[src/grid_restrict_3d_factor2_core_macros.svh]
// Assertion macros shared by the restriction core.
// Both expect clk_i and rst_ni in the scope where they are used.
`ifndef GRID_RESTRICT_3D_FACTOR2_CORE_MACROS_SVH
`define GRID_RESTRICT_3D_FACTOR2_CORE_MACROS_SVH

// Property checked every clock outside reset
`define GR3D_ASSERT(lbl, prop, msg) \
  lbl: assert property (@(posedge clk_i) disable iff (!rst_ni) prop) \
    else $error(msg);

// Antecedent in one cycle implies consequent in the next
`define GR3D_ASSERT_NEXT(lbl, ante, cons, msg) \
  lbl: assert property (@(posedge clk_i) disable iff (!rst_ni) (ante) |=> (cons)) \
    else $error(msg);

`endif

[src/gr3d_queue.sv]
`timescale 1ns / 1ps
module gr3d_queue #(
  parameter int WIDTH = 8,
  parameter int DEPTH = 4,
  localparam int PTR_W = (DEPTH > 1) ? $clog2(DEPTH) : 1,
  localparam int CNT_W = $clog2(DEPTH + 1)
) (
  input  logic             clk_i,
  input  logic             rst_ni,
  input  logic             push_i,
  input  logic [WIDTH-1:0] wdata_i,
  output logic             full_o,
  input  logic             pop_i,
  output logic             empty_o,
  output logic [WIDTH-1:0] rdata_o
);
  `include "grid_restrict_3d_factor2_core_macros.svh"

  logic [WIDTH-1:0] mem_q [DEPTH];
  logic [PTR_W-1:0] wr_ptr_q, rd_ptr_q;
  logic [CNT_W-1:0] count_q;
  logic             do_push, do_pop;

  assign full_o  = (count_q == CNT_W'(DEPTH));
  assign empty_o = (count_q == '0);
  assign do_push = push_i && !full_o;
  assign do_pop  = pop_i && !empty_o;
  assign rdata_o = mem_q[rd_ptr_q];

  // Storage
  always_ff @(posedge clk_i) begin
    if (do_push) mem_q[wr_ptr_q] <= wdata_i;
  end

  // Pointers and fill count
  always_ff @(posedge clk_i or negedge rst_ni) begin
    if (!rst_ni) begin
      wr_ptr_q <= '0;
      rd_ptr_q <= '0;
      count_q  <= '0;
    end else begin
      if (do_push) begin
        wr_ptr_q <= (wr_ptr_q == PTR_W'(DEPTH - 1)) ? '0 : wr_ptr_q + PTR_W'(1);
      end
      if (do_pop) begin
        rd_ptr_q <= (rd_ptr_q == PTR_W'(DEPTH - 1)) ? '0 : rd_ptr_q + PTR_W'(1);
      end
      if (do_push && !do_pop) count_q <= count_q + CNT_W'(1);
      else if (do_pop && !do_push) count_q <= count_q - CNT_W'(1);
    end
  end

  `GR3D_ASSERT(a_count_range, count_q <= CNT_W'(DEPTH), "queue count beyond depth")
  `GR3D_ASSERT(a_no_push_full, push_i |-> !full_o, "push into a full queue")
  `GR3D_ASSERT(a_no_pop_empty, pop_i |-> !empty_o, "pop from an empty queue")
  `GR3D_ASSERT_NEXT(a_push_count, push_i && !pop_i,
                    count_q == $past(count_q) + CNT_W'(1), "push did not raise count")

endmodule

[config.mk]
export PLATFORM = sky130hd
export DESIGN_NAME = gr3d_queue
export DESIGN_NICKNAME = d
export VERILOG_FILES = /design/src/gr3d_queue.sv
export VERILOG_INCLUDE_DIRS = /design/src /design/src/src
export SDC_FILE = /design/constraint.sdc
export NUM_CORES = 1
export LEC_CHECK = 0
export ABC_CLOCK_PERIOD_IN_PS = 2600
export BUFFER_PORTS_ARGS = -buffer_cell sky130_fd_sc_hd__buf_2
export CAP_MARGIN = 20
export CORE_UTILIZATION = 55
export DETAILED_ROUTE_END_ITERATION = 16
export PLACE_DENSITY_LB_ADDON = 0.05
export SYNTH_ARGS = -nofsm -noshare
export SYNTH_HDL_FRONTEND = slang
export SYNTH_SLANG_ARGS = --single-unit
[constraint.sdc]
create_clock -name clk_i -period 2.6 [get_ports clk_i]
set_input_delay 0.26 -clock clk_i [delete_from_list [all_inputs] [get_ports clk_i]]
set_output_delay 0.26 -clock clk_i [all_outputs]
set_load 0.02 [all_outputs]
Word level (Yosys, flattened, before mapping)
Memories as Yosys holds them, arrays and structs flattened.
Cells that the tools add are included.
- memories: 1
- RAM bits: 32
- output and inout bits: 10
- flip-flop bits (word level): 7
- memories (name ; depth ; bits a word ; read ports ; clocked after memory_dff ; wr ports ; RTL line ; text):
    mem_q ; 4 ; 8 ; 1 ; 0 ; 1 ; gr3d_queue.sv:19 ; logic [WIDTH-1:0] mem_q [DEPTH];
- $add $sub $neg: 4
- eq/ne operators: 3
- multiplexer cells: 6
- reduce and logical (&&, ||, !) cells: 10
- operator list (cell ; count):
    $mux 3 ; 2
    $add 2x1->2 const B ; 2
    $eq 2x2->1 const B ; 2
    $logic_and 1x1->1 ; 4
    $logic_not 1->1 ; 4
    $mux 2 ; 2
    $add 3x1->3 const B ; 1
    $eq 3x3->1 const B ; 1
    $logic_not 3->1 ; 1
    $sub 3x1->3 const B ; 1
    $mux 1 ; 2
    $reduce_bool 2->1 ; 1

Logic depth before layout (Yosys ltp)
- word-level depth: 7
- gate-level depth with buffers: 9
- gate-level depth less buffers: 8

Worst setup path after synthesis
Ideal clock, no wire load.
- path kind: register to register
- start point: register count_q[0]
- end point: register count_q[2]
- data required time: 2521 ps
- data arrival time: 2234 ps
- library setup time: 79 ps
- cell stages (with the launch flop): 9
- setup slack: 287 ps
- path through: dfrtp_1 -> nor3_1 -> nand2b_4 -> ha_1 -> inv_1 -> fa_1 -> xor2_1 -> nor2_1 -> xor2_1
- longest elaborated chain between the ends: 6
- elaborated cells on any way between the ends: 15
- those cells by class: add/sub: 2; eq/ne: 1; mux: 2; reduce/logical: 10
- RTL lines (element ; RTL line ; text):
    from (decl) ; gr3d_queue.sv:21 ; logic [CNT_W-1:0] count_q;
    from (signal assigned) ; gr3d_queue.sv:48 ; if (do_push && !do_pop) count_q <= count_q + CNT_W'(1);
    from (signal assigned) ; gr3d_queue.sv:49 ; else if (do_pop && !do_push) count_q <= count_q - CNT_W'(1);
    $logic_not 3->1 (*) ; gr3d_queue.sv:25 ; assign empty_o = (count_q == '0);
    named net empty_o ; gr3d_queue.sv:14 ; output logic empty_o,
    $logic_not 1->1 (*) ; gr3d_queue.sv:27 ; assign do_pop = pop_i && !empty_o;
    $logic_and 1x1->1 (*) ; gr3d_queue.sv:27 ;
    $logic_not 1->1 ; gr3d_queue.sv:48 ;
    $logic_and 1x1->1 ; gr3d_queue.sv:48 ;
    $mux 3 or $reduce_bool 2->1 (tied branches) ; - ;
Mark *: on every way through the listed nets, which the timed path passes. The rest lies on a longest branch. The select of a mux whose other input is x is not followed.
A chain may end at the register's enable or synchronous reset.

Worst setup path after layout
- start point: register rd_ptr_q[0]
- end point: output port rdata_o[4]
- longest elaborated chain between the ends: 1
- RTL lines (element ; RTL line ; text):
    from (decl) ; gr3d_queue.sv:20 ; logic [PTR_W-1:0] wr_ptr_q, rd_ptr_q;
    from (signal assigned) ; gr3d_queue.sv:46 ; rd_ptr_q <= (rd_ptr_q == PTR_W'(DEPTH - 1)) ? '0 : rd_ptr_q + PTR_W'(1);
    $mem_v2 4x8 ; - ;
    to (decl) ; gr3d_queue.sv:15 ; output logic [WIDTH-1:0] rdata_o
Every way passes these cells.

==> impl_metrics.json <==
{
  "areaGrowthSynthToFinish_pct": 12.5,
  "drc": 0,
  "path_max_fanout": 11,
  "timing.hold.worst.start": "wdata_i[4]",
  "distinct_cell_type_count_after_synthesis": 19,
  "top_layer": "met4",
  "synth_top_area_frac": 0.593,
  "power_leakage_nw": 0.696,
  "gp_routability_congestion": 0.672,
  "setup_total_negative_slack_ns": 0,
  "wirelength_met1_um": 962,
  "dieArea_um2": 3170,
  "via_count": 757,
  "post_layout_util": 0.655,
  "finalClockSkew_ns": 0.00813,
  "final_hold_viol_count": 0,
  "syn-instance-count": 79,
  "port-buffer-count": 21,
  "clockBufferDepth": 2,
  "measured_slew_at_the_worst_slew_check_pin_ns": 0.584,
  "crit-reg2reg-capture": "count_q[2]$_DFFE_PN0P_",
  "io_pins": 22,
  "detail_route.vias_per_cell": 5.53,
  "regToRegStartpoint": "count_q[1]$_DFFE_PN0P_",
  "synth-seq-cells": 39,
  "post_route_cells_drive_above_1_share": 0.453,
  "post-route-min-period_ns": 2.09,
  "antenna_left": 0,
  "critical_path.endpoint_type": "primary output",
  "grt_start_max_net_pins": 12,
  "synth.yosys.seq_area_share": 0.701,
  "synth_fp_nets": 98,
  "synthesis.yosys.warnings": 0,
  "r2r.worst_path.cells": 8,
  "first_global_vias": 819,
  "cts-buffers-inserted": 5,
  "signal_arrival_time_at_the_worst_endpoint_ns": 1.83,
  "ir_drop_mv": 0.825,
  "grt_use_total": 0.174,
  "hold_class": "input pin to flip-flop",
  "fin_crit_sh": 0.802,
  "rsz0062_at_grt": "false",
  "post_dp_cell_area_um2": 1740,
  "initial_core_util": 0.583,
  "power_per_cell_area_nw_per_um2": 1120,
  "nets": 124,
  "final_cell_area_um2": 1820,
  "timing.final.setup_violations": 0,
  "upper_clock_frequency_limit_mhz": 480,
  "setup_crit_path_kind": "flip-flop to primary output",
  "grt.overflow.total": 0,
  "synth_top_cell_by_area": "edfxtp_1",
  "antenna_found_initial": 0,
  "clk_sinks": 39,
  "clk-insertion-delay-late_ns": 0.34,
  "finalMaxSlewViolations": 0,
  "tritoncts": "yes",
  "chipHeight_um": 56.3,
  "syn-cell-area_um2": 1620,
  "status": "finished clean",
  "clock-root-buffer": "clkbuf_4",
  "wl_per_cell_um": 16.7,
  "yosys-top-cells-area": "edfxtp_1, mux4_2, dfrtp_1, ha_1, mux2_2",
  "detailedPlacementHpwl_mm": 1.59,
  "drt_wl_total_mm": 2.29,
  "hold-path-endpoint": "mem_q[0][4]$_DFFE_PP_",
  "placementRows": 19,
  "max-slew-margin-rel": 0.611,
  "layout.filler_cells": 207,
  "htreeDepth": 2,
  "dr_wl_met3_um": 100,
  "timing.max_cap.violations": 0,
  "worst-r2r-setup-slack_ns": 0.58,
  "drt_first_pass_iters": 4,
  "final_cells": 137,
  "antenna-diode-count": 0,
  "hold_path_depth": 1,
  "grt_pass1_wl_mm": 3.82,
  "detailroute.wirelength.met2_mm": 1.17,
  "coreArea_um2": 2780,
  "number_of_instances_in_the_placed_design": 128,
  "postCtsSetupBuffers": 0,
  "total_power_w": 0.00204,
  "dieWidth_um": 56.3,
  "worst_setup_path_start_kind": "flip-flop",
  "critical_path_required_ns": 2.34,
  "syn-mean-instance-area_um2": 20.5,
  "detail_route.iter0.violations": 30,
  "clk_pin_slew_ns": 0.11
}
## cells in the final DEF (no fill, tap or decap)
cell,n
edfxtp_1,32
dlygate4sd3_1,1
clkbuf_1,1
inv_1,3
mux2_2,3
mux4_2,8
dfrtp_1,7
nor2b_2,1
buf_2,21
xor2_1,2
nand2b_4,1
nor3b_4,1
xnor2_1,1
nor2_1,3
and2_2,4
clkbuf_8,2
nor3_1,1
fa_1,1
clkbuf_4,5
ha_1,6
mux2_4,2
## stage by stage
stage,hold slack [ns],setup WS (ns)
floorplan,-0.0356,0.287
global placement,0.104,0.642
detailed placement,0.106,0.578
CTS,0.111,0.443
global route,0.120,0.374
finish,0.125,0.515
## worst max-delay path by stage
stage | start | to | slack [ns] | depth (start not counted)
floorplan | count_q[0]$_DFFE_PN0P_ | count_q[2]$_DFFE_PN0P_ | 0.29 | 8
finish | rd_ptr_q[0]$_DFFE_PN0P_ | rdata_o[4] | 0.51 | 2
CTS | rd_ptr_q[0]$_DFFE_PN0P_ | rdata_o[4] | 0.44 | 2
detailed placement | count_q[0]$_DFFE_PN0P_ | count_q[2]$_DFFE_PN0P_ | 0.58 | 8
global placement | count_q[0]$_DFFE_PN0P_ | count_q[2]$_DFFE_PN0P_ | 0.64 | 8
global route | rd_ptr_q[0]$_DFFE_PN0P_ | rdata_o[4] | 0.37 | 2
## state kept, by name (all words and copies together), names as in the netlist
signal / cells
wr_ptr_q: 2
count_q: 3
mem_q: 32
rd_ptr_q: 2
## critical path: stages, from the launching register on
cell     delay [ns]
dfrtp_1        0.73
mux4_2         0.58
buf_2          0.18
## power by group
group	switching, W	internal [W]
logic	0.000343	0.000365
registers	0.000152	0.000844
clock network	0.000182	0.000159
total	0.000676	0.00137
## cell type report
class / count / area (um^2) / area share
sequential: 39 / 1140 / 0.623
timing repair buffer: 22 / 115 / 0.0631
clock buffer: 8 / 68.8 / 0.0377
inverter: 3 / 11.3 / 0.00618
multi-input combinational: 34 / 453 / 0.248
tap: 31 / 38.8 / 0.0213
## cell families after synthesis
family	after synthesis	share of synthesized area
DFF	39	0.701
muxes	13	0.151
and+or+nand+nor	11	0.0541
xor gates and xnor gates	3	0.0162
buffers and inverters	6	0.0193
adders and majority gates	7	0.0587
## cells in the mapped netlist
library cell	number
buf_1	1
dfrtp_1	7
mux4_2	8
edfxtp_1	32
xnor2_1	1
nor2_1	3
nor3_1	1
ha_1	6
inv_1	3
mux2_4	2
and2_2	4
buf_6	1
mux2_2	3
nand2b_4	1
nor2b_2	1
fa_1	1
xor2_1	2
buf_2	1
nor3b_4	1
## routing by layer
metal / global-route usage / vias to the layer above
li1: - / 356
met1: 0.206 / 376
met2: 0.282 / 19
met3: 0.0668 / 6
met4: 0.0836 / 0
met5: 0 / -
## what timing repair did
item / 4_1_cts / 5_1_grt
endpoints found under the hold margin: 7 / 0
gates resized for setup: 0 / 0
hold buffers: 1 / 0
No activity file was read; power rests on OpenSTA's default activity.
