[config.mk]
export PLATFORM = sky130hd
export DESIGN_NAME = gr3d_front
export DESIGN_NICKNAME = d
export VERILOG_FILES = /design/src/grid_restrict_3d_factor2_core_macros.svh /design/src/gr3d_pkg.sv /design/src/gr3d_front.sv
export SDC_FILE = /design/constraint.sdc
export NUM_CORES = 1
export LEC_CHECK = 0
export BUFFER_PORTS_ARGS = -buffer_cell sky130_fd_sc_hd__buf_2
export CORE_UTILIZATION = 40
export DETAILED_ROUTE_END_ITERATION = 10
export GPL_TIMING_DRIVEN = 0
export MAX_ROUTING_LAYER = met4
export PLACE_DENSITY = 0.62
export REMOVE_ABC_BUFFERS = 1
export SLEW_MARGIN = 15
export SYNTH_ARGS = -nofsm -noshare
export SYNTH_HDL_FRONTEND = slang
export SYNTH_SLANG_ARGS = --single-unit
[constraint.sdc]
create_clock -name clk_i -period 4.5 [get_ports clk_i]
set_input_delay 0.9 -clock clk_i [delete_from_list [all_inputs] [get_ports clk_i]]
set_output_delay 0.9 -clock clk_i [all_outputs]
set_load 0.05 [all_outputs]
[src/grid_restrict_3d_factor2_core_macros.svh]
// Assertion macros shared by the restriction core.
// Both expect clk_i and rst_ni in the scope where they are used.
`ifndef GRID_RESTRICT_3D_FACTOR2_CORE_MACROS_SVH
`define GRID_RESTRICT_3D_FACTOR2_CORE_MACROS_SVH

// Property checked every clock outside reset
`define GR3D_ASSERT(lbl, prop, msg) \
  lbl: assert property (@(posedge clk_i) disable iff (!rst_ni) prop) \
    else $error(msg);

// Antecedent in one cycle implies consequent in the next
`define GR3D_ASSERT_NEXT(lbl, ante, cons, msg) \
  lbl: assert property (@(posedge clk_i) disable iff (!rst_ni) (ante) |=> (cons)) \
    else $error(msg);

`endif

[src/gr3d_pkg.sv]
`timescale 1ns / 1ps
package gr3d_pkg;

  localparam int DEF_MAX_EXTENT  = 256;
  localparam int DEF_SAMPLE_BITS = 32;
  localparam int CFG_W           = 9;   // widest configuration register
  localparam int CFG_IDX_W       = 3;
  localparam int IDX_W           = 8;   // coarse index ports
  localparam int QUEUE_DEPTH     = 4;

  // Configuration register indexes
  typedef enum logic [CFG_IDX_W-1:0] {
    REG_EXTENT_I = 3'd0,
    REG_EXTENT_J = 3'd1,
    REG_EXTENT_K = 3'd2,
    REG_CELL_I   = 3'd3,
    REG_CELL_J   = 3'd4,
    REG_CELL_K   = 3'd5
  } gr3d_reg_e;

  // Per-sample control handed from the front to the back
  typedef struct packed {
    logic       odd_i;
    logic       odd_j;
    logic       odd_k;
    logic       last_i;
    logic       last_j;
    logic       last_k;
    logic       done;
    logic [1:0] shift;   // number of cell-centered axes
  } gr3d_ctrl_t;

  localparam int CTRL_W = $bits(gr3d_ctrl_t);

endpackage

[src/gr3d_front.sv]
`timescale 1ns / 1ps
module gr3d_front #(
  parameter int MAX_EXTENT  = 256,
  parameter int SAMPLE_BITS = 32,
  localparam int CI_W = $clog2(MAX_EXTENT)
) (
  input  logic                                clk_i,
  input  logic                                rst_ni,
  input  logic                                cfg_we_i,
  input  logic [gr3d_pkg::CFG_IDX_W-1:0]      cfg_idx_i,
  input  logic [gr3d_pkg::CFG_W-1:0]          cfg_wdata_i,
  input  logic                                in_valid_i,
  output logic                                in_ready_o,
  input  logic signed [SAMPLE_BITS-1:0]       fine_sample_i,
  input  logic                                full_i,
  output logic                                push_o,
  output gr3d_pkg::gr3d_ctrl_t                ctrl_o,
  output logic [CI_W-1:0]                     ci_o,
  output logic [CI_W-1:0]                     cj_o,
  output logic [CI_W-1:0]                     ck_o,
  output logic signed [SAMPLE_BITS-1:0]       sample_o
);
  import gr3d_pkg::*;

  localparam int EXT_W = $clog2(MAX_EXTENT + 1);
  localparam int CMP_W = (EXT_W > CFG_W) ? EXT_W : CFG_W;
  localparam int POS_W = EXT_W + 1;

  logic [CFG_W-1:0] ext_i_q, ext_j_q, ext_k_q;
  logic             cc_i_q, cc_j_q, cc_k_q;
  logic [POS_W-1:0] pos_i_q, pos_j_q, pos_k_q;
  logic [POS_W-1:0] pos_i_d, pos_j_d, pos_k_d;
  logic [EXT_W-1:0] ei, ej, ek;
  logic [POS_W-1:0] end_i, end_j, end_k;
  logic             accept, take, restart;

  // Clamp an extent to 1..MAX_EXTENT
  function automatic logic [EXT_W-1:0] eff_ext(input logic [CFG_W-1:0] e);
    logic [CMP_W-1:0] ew;
    ew = CMP_W'(e);
    if (ew == '0) return EXT_W'(1);
    else if (ew > CMP_W'(MAX_EXTENT)) return EXT_W'(MAX_EXTENT);
    else return EXT_W'(ew);
  endfunction

  assign ei = eff_ext(ext_i_q);
  assign ej = eff_ext(ext_j_q);
  assign ek = eff_ext(ext_k_q);

  // Last fine position per axis: 2E-2, plus one on a cell-centered axis
  assign end_i = {ei, 1'b0} - POS_W'(2) + POS_W'(cc_i_q);
  assign end_j = {ej, 1'b0} - POS_W'(2) + POS_W'(cc_j_q);
  assign end_k = {ek, 1'b0} - POS_W'(2) + POS_W'(cc_k_q);

  assign in_ready_o = !full_i;
  assign accept     = in_valid_i && in_ready_o;

  // Classify the current position
  assign take = (cc_i_q || !pos_i_q[0]) && (cc_j_q || !pos_j_q[0]) &&
                (cc_k_q || !pos_k_q[0]);
  assign push_o = accept && take;

  assign ci_o = pos_i_q[CI_W:1];
  assign cj_o = pos_j_q[CI_W:1];
  assign ck_o = pos_k_q[CI_W:1];
  assign sample_o = fine_sample_i;

  always_comb begin
    ctrl_o.odd_i  = pos_i_q[0];
    ctrl_o.odd_j  = pos_j_q[0];
    ctrl_o.odd_k  = pos_k_q[0];
    ctrl_o.last_i = cc_i_q ? pos_i_q[0] : 1'b1;
    ctrl_o.last_j = cc_j_q ? pos_j_q[0] : 1'b1;
    ctrl_o.last_k = cc_k_q ? pos_k_q[0] : 1'b1;
    ctrl_o.done   = (ci_o == CI_W'(ei - EXT_W'(1))) &&
                    (cj_o == CI_W'(ej - EXT_W'(1))) &&
                    (ck_o == CI_W'(ek - EXT_W'(1)));
    ctrl_o.shift  = {1'b0, cc_i_q} + {1'b0, cc_j_q} + {1'b0, cc_k_q};
  end

  // Raster position stepping, i fastest
  always_comb begin
    pos_i_d = pos_i_q;
    pos_j_d = pos_j_q;
    pos_k_d = pos_k_q;
    if (accept) begin
      if (pos_i_q == end_i) begin
        pos_i_d = '0;
        if (pos_j_q == end_j) begin
          pos_j_d = '0;
          pos_k_d = (pos_k_q == end_k) ? '0 : pos_k_q + POS_W'(1);
        end else begin
          pos_j_d = pos_j_q + POS_W'(1);
        end
      end else begin
        pos_i_d = pos_i_q + POS_W'(1);
      end
    end
  end

  // Any write to a known register restarts the region
  always_comb begin
    case (gr3d_reg_e'(cfg_idx_i))
      REG_EXTENT_I, REG_EXTENT_J, REG_EXTENT_K,
      REG_CELL_I, REG_CELL_J, REG_CELL_K: restart = cfg_we_i;
      default:                            restart = 1'b0;
    endcase
  end

  // Configuration registers and position counters
  always_ff @(posedge clk_i or negedge rst_ni) begin
    if (!rst_ni) begin
      ext_i_q <= CFG_W'(1);
      ext_j_q <= CFG_W'(1);
      ext_k_q <= CFG_W'(1);
      cc_i_q  <= 1'b0;
      cc_j_q  <= 1'b0;
      cc_k_q  <= 1'b0;
      pos_i_q <= '0;
      pos_j_q <= '0;
      pos_k_q <= '0;
    end else begin
      if (cfg_we_i) begin
        case (gr3d_reg_e'(cfg_idx_i))
          REG_EXTENT_I: ext_i_q <= cfg_wdata_i;
          REG_EXTENT_J: ext_j_q <= cfg_wdata_i;
          REG_EXTENT_K: ext_k_q <= cfg_wdata_i;
          REG_CELL_I:   cc_i_q  <= cfg_wdata_i[0];
          REG_CELL_J:   cc_j_q  <= cfg_wdata_i[0];
          REG_CELL_K:   cc_k_q  <= cfg_wdata_i[0];
          default: ;
        endcase
      end
      if (restart) begin
        pos_i_q <= '0;
        pos_j_q <= '0;
        pos_k_q <= '0;
      end else begin
        pos_i_q <= pos_i_d;
        pos_j_q <= pos_j_d;
        pos_k_q <= pos_k_d;
      end
    end
  end

endmodule

* Word level (Yosys, flattened, before mapping)
Index checks and enable logic that the tools add are counted.
** Storage, ports and cells
- Register bits after elaboration :: 60
- Input port bits :: 49
- Output and inout port bits :: 67
** Cells by class
- Add/subtract/negate cells :: 14
- $lt $le $gt $ge :: 3
- Equality and inequality tests :: 11
- Mux-type cells :: 22
- Reductions and logical operators :: 29
** Operators with widths (number)
- $mux W10 :: 12
- $mux W9 :: 6
- $add A10 B1 Y10 :: 3
- $add A10 B1 Y10 const B :: 3
- $eq A10 B10 Y1 :: 3
- $sub A10 B2 Y10 const B :: 3
- $gt A9 B9 Y1 const B :: 3
- $logic_not A9 Y1 :: 3
- $eq A8 B8 Y1 :: 3
- $sub A8 B1 Y8 const B :: 3
- $reduce_and A2 Y1 :: 7
- $eq A3 B2 Y1 const B :: 2
- $eq A3 B3 Y1 const B :: 2
- $logic_and A1 B1 Y1 :: 6
- $reduce_bool A2 Y1 :: 3
- $reduce_or A6 Y1 :: 1
- $logic_not A1 Y1 :: 4
- $mux W1 :: 4
- $eq A3 B1 Y1 const B :: 1
- $logic_not A3 Y1 :: 1
- $logic_or A1 B1 Y1 :: 3
- $reduce_and A3 Y1 :: 1
- $add A1 B1 Y2 :: 1
- $add A2 B1 Y2 :: 1

* Logic depth before layout (Yosys ltp)
- Depth in word-level cells :: 11
- Depth in mapped cells :: 14
- Gate-level depth less buffers :: 11

* Worst setup path after synthesis
Ideal clock, no wire load.
- Path type :: input -> output
- Start point :: input port full_i
- End point :: output port push_o
- Arrival time :: 2.903 ns
- Setup slack :: 0.697 ns
- Cell stages on the path :: 3
- Path buffers :: 0
- Cells stage by stage :: inv_1 -> nand2_1 -> nor4_1
** Between the ends
- Longest elaborated chain between the ends :: 3
** RTL lines
- start, declared :: line gr3d_front.sv:15 : input logic full_i,
- $logic_not A1 Y1 :: line gr3d_front.sv:55 : assign in_ready_o = !full_i;
- $logic_and A1 B1 Y1 :: line gr3d_front.sv:56 : assign accept = in_valid_i && in_ready_o;
- $logic_and A1 B1 Y1 :: line gr3d_front.sv:61 : assign push_o = accept && take;
- end, declared :: line gr3d_front.sv:16 : output logic push_o,
Every way passes these cells.

==> run summary <==
Status: complete, no violations
Die height: 109 um
Placed Area: 0.00451 mm2
H-tree levels: 3
Area delta synth->final: 6.49%
Peak VDD IR: 0.000190 V
Antenna Nets Post-Route: 0
Clk root buf: clkbuf_16
WL met1: 5.45 mm
Clock Sinks: 60
Final std cells w/o fill: 648
Top routing layer used: met4
Reg2Reg Launch Point: ext_i_q[8]$_DFFE_PN0P_
Number of synthesized flops with an enable pin: 0
Die area: 0.0119 mm2
Worst clock skew: 0.00788 ns
Synth Register Bits: 60
TritonCTS clock tree: built
Main synth FF type: dfrtp_1
Iter 0 DRT Violations: 189
ANT cells: 0
RSZ-0062 raised after global routing: no
First-pass GRT wire length: 18.8 mm
WP data arrival: 3.40 ns
Wire per inst: 18.1 um
DRC: 0
Design Power: 2.19 mW
Met2 wire length: 5.19 mm
Critical Path Start: ext_k_q[8]$_DFFE_PN0P_
Setup Crit Path Kind: flip-flop to output pin
Initial antenna violation count: 0
Die width: 109 um
Seq/Total Area, Yosys: 32.9%
Fmax: 233 MHz
Hold crit path type: primary input to async pin
Normalized max-slew margin: 42.9%
Routed wl met3: 903 um
CTS buffer count: 9
Share of flip-flops with an asynchronous set or reset: 100%
Clock buffer depth: 2
Clk slew on worst S/H paths: 0.06 ns
Crit Path Max Fanout: 9
Fill count: 1077
Hold Fails Final Rpt: 0
Vias: 3677
Synth unique cells: 72
Vias in the first global route: 3524
Leak Pwr: 2.08 nW
Synth warnings: 0
R2R depth: 11
Crit path launch type: flip-flop
Net count, final: 565
GRT overflow: 0
Final period util: 95.5%
Port Buffers: 51
Total track usage: 21.8%
Clock latency on the worst-skew pair: 0.34 ns
Routability congestion estimate from global placement: 0.870
Fin area: 0.00487 mm2
HPWL after DPL: 8.80 mm
Vias/cell: 5.67
Core area: 0.0110 mm2
Pin count of the biggest net entering global routing: 49
Pins Over Slew Limit: 0
Crit. End Element: output pin
Layout cell share with drive strength beyond 1: 23.2%
Routed WL: 11.7 mm
Pwr Density: 449 mW/mm2
Min Tclk post-route: 4.30 ns
Initial Util: 41.6%
Max_cap viols: 0
Post-synthesis cell area: 0.00457 mm2
Placed Cells: 629
First-pass detailed-route iteration total: 4
Avg Inst Size Synth: 8.91 um2
Tightest Pin Transition: 0.856 ns
Post-place setup slack: 0.199 ns
Required time of the critical path: 3.60 ns
Placement Rows: 38
Post-Syn Instances: 513
# IOs: 116
Setup Viol. Count Final: 0
Setup tns final: 0 ns
Final WS setup: 0.200 ns
-- area by class of cell --
class	instances	area, um2	share of cell area [%]
Timing Repair Buffer	55	310	6.37
Sequential cell	60	1510	31.0
Inverter	24	90.1	1.85
Clock buffer	11	253	5.19
Clock inverter	5	58.8	1.21
Multi-Input combinational cell	353	2470	50.8
Tap cell	140	175	3.60
-- layer usage --
layer  track usage, %  up-vias
met4             6.37        0
li1                 -     1751
met5                -        -
met2             32.3      106
met3             9.15       19
met1             27.0     1801
-- sequential cells by signal, summed over array words and instances, names as in the netlist --
| signal | cells |
|---|---|
| pos_i_q | 10 |
| pos_k_q | 10 |
| ext_k_q | 9 |
| cc_j_q | 1 |
| cc_k_q | 1 |
| ext_i_q | 9 |
| cc_i_q | 1 |
| pos_j_q | 10 |
| ext_j_q | 9 |
-- critical path, cell delays in order, from the launching register on --
cell	delay (ns)
dfrtp_1	0.47
or4_1	0.55
a2bb2oi_1	0.17
ha_1	0.31
xnor2_1	0.21
xnor2_1	0.09
a211oi_1	0.18
nand4_1	0.17
nor4_4	0.27
buf_4	0.18
and4b_2	0.23
clkbuf_4	0.23
-- cell families after synthesis --
kind of cell               share of synthesized area, %
AOI/OAI and AO/OA                                  13.7
adders and majority gates                          3.72
muxes                                              7.06
DFF                                                32.9
xor gates and xnor gates                           5.94
buffers and inverters                              13.5
and+or+nand+nor                                    23.1
-- placed cells by master, fill, tap and decap left out, types with 4 or more instances in the layout --
cell type	n
a211oi_1	6
clkbuf_16	9
buf_2	49
nand2b_1	10
a21oi_1	20
nand4_1	10
xnor2_1	21
buf_4	4
xor2_1	10
nor3_1	7
o21ai_0	34
nor4_1	6
o31a_1	4
inv_1	24
nand3_1	13
or4_1	5
nand2_1	41
and3_1	13
dfrtp_1	55
nor2_1	29
mux2_2	26
nor2b_1	12
ha_1	12
-- where the power goes --
part           internal, mW  total, mW  switching [mW]
sequential            0.619      0.766           0.147
combinational         0.284      0.695           0.411
clock                 0.459      0.725           0.265
-- metrics by stage --
| stage | utilization (%) | hold slack (ns) |
|---|---|---|
| 4_1_cts | 43.9 | 0.416 |
| 2_1_floorplan | - | 0.516 |
| 5_1_grt | 44.3 | 0.416 |
| 3_3_place_gp | 40.7 | 0.534 |
| 3_5_place_dp | 41.1 | 0.555 |
| 6_report | 44.3 | 0.411 |
-- repair_timing --
item	in CTS	in global routing
cloned	0	0
endpoints found under the hold margin	0	0
pin swaps	1	1
resized for setup	0	6
hold buffers	0	0
endpoints found under the setup margin	1	9
buffers inserted	0	3
-- Yosys cell counts (5+ instances only) --
| cell | instances | area, um2 |
|---|---|---|
| buf_4 | 60 | 450 |
| ha_1 | 12 | 150 |
| xor2_1 | 10 | 87.6 |
| a21oi_1 | 20 | 100 |
| nand3_1 | 13 | 65.1 |
| and3_1 | 13 | 81.3 |
| nor3_1 | 7 | 35.0 |
| nor2_1 | 29 | 109 |
| nor4_1 | 8 | 50.1 |
| nor2b_1 | 12 | 75.1 |
| inv_1 | 24 | 90.1 |
| nand2b_1 | 10 | 62.6 |
| xnor2_1 | 21 | 184 |
| o21ai_0 | 34 | 170 |
| mux2_2 | 26 | 293 |
| or4_1 | 5 | 37.5 |
| clkbuf_1 | 12 | 45.0 |
| a211oi_1 | 6 | 45.0 |
| dfrtp_1 | 57 | 1430 |
| nand2_1 | 41 | 154 |
| nand4_1 | 10 | 62.6 |
-- final timing paths --
check | slack [ns] | to
max in group asynchronous | 3.54 | ext_k_q[0]$_DFFE_PN1P_
min in group clk_i | 0.58 | pos_j_q[9]$_DFFE_PN0P_
min | 0.41 | pos_i_q[2]$_DFFE_PN0P_
max | 0.20 | ctrl_o[2]
max reg2reg | 0.45 | pos_j_q[8]$_DFFE_PN0P_
min reg2reg | 0.58 | pos_j_q[9]$_DFFE_PN0P_
No activity file was read; power rests on OpenSTA's default activity.
